<file path="src/hbs_pkg.sv">
`default_nettype none
// ----------------------------------------------------------------------------
// hbs_pkg
// Shared types and constants of the heightmap bilinear sampler: store
// geometry, register map, sequencer states and divider handshake structs.
// ----------------------------------------------------------------------------
package hbs_pkg;

  localparam int ADDR_W      = 12;
  localparam int STORE_DEPTH = 1 << ADDR_W;
  localparam int HEIGHT_W    = 16;
  localparam int WORLD_W     = 24;
  localparam int SCALE_W     = 16;
  localparam int SIZE_REG_W  = 7;
  localparam int FRAC_W      = 8;
  localparam int DIVIDEND_W  = 32;
  localparam int PADDR_W     = 4;
  localparam int PDATA_W     = 32;

  localparam int MAX_WIDTH_DEF = 64;
  localparam int MAX_DEPTH_DEF = 64;

  localparam logic [1:0] REG_GRID_WIDTH = 2'd0;
  localparam logic [1:0] REG_GRID_DEPTH = 2'd1;
  localparam logic [1:0] REG_CELL_SCALE = 2'd2;

  localparam logic [SIZE_REG_W-1:0] GRID_WIDTH_RST = 7'd64;
  localparam logic [SIZE_REG_W-1:0] GRID_DEPTH_RST = 7'd64;
  localparam logic [SCALE_W-1:0]    CELL_SCALE_RST = 16'd256;

  typedef enum logic [3:0] {
    S_IDLE,
    S_DIV_START,
    S_DIV_WAIT,
    S_SIGN,
    S_AXIS,
    S_ADDR,
    S_READ,
    S_STORE,
    S_MUL,
    S_ADD,
    S_OUT
  } state_t;

  typedef struct packed {
    logic                  start;
    logic [DIVIDEND_W-1:0] dividend;
    logic [SCALE_W-1:0]    divisor;
  } div_req_t;

  typedef struct packed {
    logic                  done;
    logic [DIVIDEND_W-1:0] quot;
    logic                  rem_nz;
  } div_rsp_t;

endpackage
`default_nettype wire

</file>
<file path="src/hbs_div.sv">
`default_nettype none
// ----------------------------------------------------------------------------
// hbs_div
// Restoring radix-2 unsigned divider, one quotient bit per cycle. Returns the
// quotient and whether the remainder is nonzero.
// ----------------------------------------------------------------------------
module hbs_div (
  input  logic              clk,
  input  logic              rst,
  input  hbs_pkg::div_req_t req,
  output hbs_pkg::div_rsp_t rsp
);
  import hbs_pkg::*;

  localparam int CNT_W = $clog2(DIVIDEND_W);

  logic                  busy;
  logic                  done;
  logic [CNT_W-1:0]      cnt;
  logic [SCALE_W-1:0]    rem;
  logic [SCALE_W-1:0]    divisor;
  logic [DIVIDEND_W-1:0] work;
  logic [SCALE_W:0]      cand;
  logic                  ge;
  logic [SCALE_W:0]      diff;

  assign cand = {rem, work[DIVIDEND_W-1]};
  assign ge   = cand >= {1'b0, divisor};
  assign diff = cand - {1'b0, divisor};

  always_ff @(posedge clk) begin
    if (rst) begin
      busy <= 1'b0;
      done <= 1'b0;
      cnt  <= '0;
    end else begin
      done <= 1'b0;
      if (req.start) begin
        busy <= 1'b1;
        cnt  <= '0;
      end else if (busy) begin
        cnt <= cnt + 1'b1;
        if (cnt == CNT_W'(DIVIDEND_W - 1)) begin
          busy <= 1'b0;
          done <= 1'b1;
        end
      end
    end
  end

  always_ff @(posedge clk) begin
    if (req.start) begin
      work    <= req.dividend;
      rem     <= '0;
      divisor <= req.divisor;
    end else if (busy) begin
      work <= {work[DIVIDEND_W-2:0], ge};
      rem  <= ge ? diff[SCALE_W-1:0] : cand[SCALE_W-1:0];
    end
  end

  assign rsp.done   = done;
  assign rsp.quot   = work;
  assign rsp.rem_nz = |rem;

  a_start_idle: assert property (@(posedge clk) disable iff (rst)
    req.start |-> !busy) else $error("divider started while busy");
  a_done_pulse: assert property (@(posedge clk) disable iff (rst)
    done |=> !done) else $error("divider done held longer than one cycle");
  a_rem_bound: assert property (@(posedge clk) disable iff (rst)
    busy |-> rem < divisor) else $error("partial remainder not below divisor");

endmodule
`default_nettype wire

</file>
<file path="config.mk">
export PLATFORM = sky130hd
export DESIGN_NAME = hbs_div
export DESIGN_NICKNAME = d
export VERILOG_FILES = /design/src/hbs_pkg.sv /design/src/hbs_div.sv
export SDC_FILE = /design/constraint.sdc
export NUM_CORES = 1
export LEC_CHECK = 0
export BUFFER_PORTS_ARGS = -buffer_cell sky130_fd_sc_hd__buf_2
export CAP_MARGIN = 5
export CELL_PAD_IN_SITES_DETAIL_PLACEMENT = 0
export CELL_PAD_IN_SITES_GLOBAL_PLACEMENT = 1
export CORE_UTILIZATION = 35
export CTS_BUF_LIST = sky130_fd_sc_hd__clkbuf_8
export DETAILED_ROUTE_END_ITERATION = 12
export PLACE_DENSITY_LB_ADDON = 0.1
export SYNTH_ARGS = -nofsm -noshare
export SYNTH_HDL_FRONTEND = slang
export SYNTH_SLANG_ARGS = --single-unit
</file>
<file path="constraint.sdc">
create_clock -name clk -period 3.5 [get_ports clk]
set_clock_uncertainty 0.05 [all_clocks]
set_input_delay 0.175 -clock clk [delete_from_list [all_inputs] [get_ports clk]]
set_output_delay 0.175 -clock clk [all_outputs]
set_load 0.02 [all_outputs]
</file>
==> summary.md <==
| Metric | Value |
|---|---|
| I/O pin count | `85` |
| Die area | `between 10000 and 15000 sq um` |
| Cell Area, Placed | `around 4400 sq um` |
| Slowest-stage cell, CP | `o41ai_4` |
| Latest clock arrival within the worst-skew pair | `approximately 350 ps` |
| CP startpoint | `rem[6]$_SDFFE_PP0P_` |
| WS Path Type | `register to register` |
| CTS tree | `yes` |
| HP Class | `input port to register` |
| Hold Path Stages | `2` |
| Crit. End Element | `register` |
| Clk pin slew, worst setup/hold paths | `80 ps` |
| Final std cells w/o fill | `~590` |
| DR vias/cell | `between 5 and 6` |
| Crit path DAT | `slightly below 3000 ps` |
| Largest net degree at the start of global routing | `34` |
| Maximum fanout along the worst path | `11` |
| Final setup vio count | `0` |
| Syn avg cell area | `11.3 sq um` |
| EDFF count, synth | `48` |
| Top cells by area, synth | `edfxtp_1, dfxtp_1, mux2_2` |
| Commonest non-fill, non-tap cell in the layout | `buf_2` |
| Drt first pass iters | `4` |
| Initial antenna violation count | `0` |
| Vias in the first global route | `2971` |
| Initial DRC Count | `between 150 and 200` |
| Drt wl/cell | `15.6 um` |
| Peak VDD IR | `196 uV` |
| Syn_nets | `411` |
| Gpl congestion | `0.814` |
| Antenna cells | `0` |
| Worst Max-Slew Pin Slew | `740 ps` |
| Outcome | `finished, final reports clean` |
| Setup repair after global routing missed its margin | `false` |
| R2R setup slack | `770 ps` |
| Starting Density | `0.358` |
| Global Route Usage Sum | `0.171` |
| ANT nets after route | `0` |
| Largest stage delay on the critical path | `770 ps` |
| Yosys reg bits | `71` |
| End of the worst hold path | `cnt[0]$_SDFFE_PP0P_` |
| Max_slew headroom | `0.505` |
| Commonest non-fill, non-tap cells in the layout | `buf_2, edfxtp_1, mux2_2` |
| WL final | `9.19 mm` |
| Area grow syn2layout | `23.7%` |
| Final Instance Area | `roughly 4800 sq um` |
| Via count | `2979` |
| Post-synthesis sequential area ratio | `0.492` |
| Total of warnings raised by yosys | `0` |
| Chip height | `107 um` |
| Leakage power | `between 0.002 and 0.0025 uW` |
| Final setup TNS | `0 ps` |
| NumNets Final | `514` |
| Synth Instances | `341` |
| First-pass GRT wire length | `~15 mm` |
| CORE AREA | `10800 sq um` |
| DRC | `0` |
| H-tree Lvls | `3` |
| Maximum clock path buffer count | `2` |
| Crit start category | `register` |
| Ys async rst share | `0` |
| CP Cell Sequence | `ha_1 > and3_1 > nand4_2 > o41ai_4 > buf_4 > nor3_1 > a311o_1` |
| Remaining global-route overflow | `0` |
| Minimum clock period | `2730 ps` |
| Dpl hpwl | `6.70 mm` |
| Post-synth cell types | `58` |
| Ys flop type | `edfxtp_1` |
| Layout cells sized above 1 | `0.336` |
| Hold path startpoint | `rst` |
| Fmax achieved | `0.367 GHz` |
| Root Buffer | `clkbuf_8` |
| Period utilization | `0.779` |
| Power Total | `2090 uW` |
| TritonCTS buffer count | `9` |
| Top cell type by total area after synthesis | `edfxtp_1` |
| FF-to-FF path depth | `7` |
| Rows | `38` |
| FF-to-FF End | `rem[10]$_SDFFE_PP0P_` |
| Largest delay share family, worst path | `compound AO/OA/AOI/OAI gates` |
| Worst hold slack | `51.8 ps` |
| IO Port Bufs | `84` |
| Buffers & Inverters on Critical Path | `1` |
| Post-Syn Area | `3870 sq um` |
| Final Max Tran Viols | `0` |
| Pwr Density | `~440 nW/um^2` |
| Clk sink count | `roughly 70` |
| Die X | `107 um` |
| Critical path required time | `about 3700 ps` |
| R2R Path Start | `rem[6]$_SDFFE_PP0P_` |
| Final hold violations | `0` |
| Post-CTS Setup Inserts | `0` |
| Share of the synthesized area in the top cell type | `0.373` |
| Maxcap violations | `0` |
| Post_cts resized | `0` |
| Cell Count Post-Placement | `557` |
## Yosys cell counts (11+ instances only)
master / n
dfxtp_1: 23
edfxtp_1: 48
mux2_2: 34
a21oi_1: 11
inv_1: 22
ha_1: 18
nor3_1: 12
nor2_1: 25
nor4_1: 11
nand2_1: 17
## cell type report
| class | count | area, sq um |
|---|---|---|
| Fill cell | 1043 | 6010 |
| Sequential cell | 71 | 1900 |
| Multi-Input combinational cell | 232 | 1800 |
| Timing Repair Buffer | 107 | 633 |
| Tap cell | 140 | 175 |
| Clock buffer | 9 | 124 |
| Inverter | 23 | 86.3 |
| Clock inverter | 7 | 66.3 |
## metal layers
layer	track usage	wire length [um]
met4	0.0499	83
met3	0.0407	404
met5	0	0
met2	0.277	4340
met1	0.227	4360
## where the power goes
part | total [uW] | switching, uW | internal [uW]
clock | 647 | 322 | 324
sequential | 1010 | 38.3 | 973
combinational | 431 | 245 | 186
total | 2090 | 605 | 1480
## worst reg2reg max path, stage by stage (launching register included)
cell,delay (ps)
dfxtp_1,360
ha_1,400
and3_1,220
nand4_2,150
o41ai_4,770
buf_4,270
nor3_1,60
a311o_1,330
## logic make-up after synthesis
logic type      count (synthesis)  share of synthesized area
compound gates                 76                      0.155
buf+inv                        38                     0.0430
simple gates                   89                      0.116
xor+xnor                       12                     0.0272
fa+ha+maj                      19                     0.0634
flops                          71                      0.492
mux                            36                      0.104
## what timing repair did
action	in CTS	in global routing
setup endpoints to repair	0	0
hold endpoints to repair	16	0
hold buffers	16	0
## stage by stage
step,utilization,setup WS (ps)
floorplan,-,1220
finish,0.443,772
global route,0.443,663
CTS,0.443,800
detailed placement,0.411,831
global placement,0.411,929
## state kept, by name, summed over array words and instances, names as in the netlist
register and count:
busy 1, cnt 5, divisor 16, done 1
rem 16, work 32
## worst max path at each step
stage	depth (start not counted)	endpoint	slack (ps)
finish	7	rem[10]$_SDFFE_PP0P_	770
global route	8	rem[9]$_SDFFE_PP0P_	660
CTS	7	rem[10]$_SDFFE_PP0P_	800
detailed placement	7	rem[10]$_SDFFE_PP0P_	830
global placement	8	rem[4]$_SDFFE_PP0P_	930
floorplan	8	work[0]$_DFFE_PP_	1220
No activity file was read; power rests on OpenSTA's default activity.
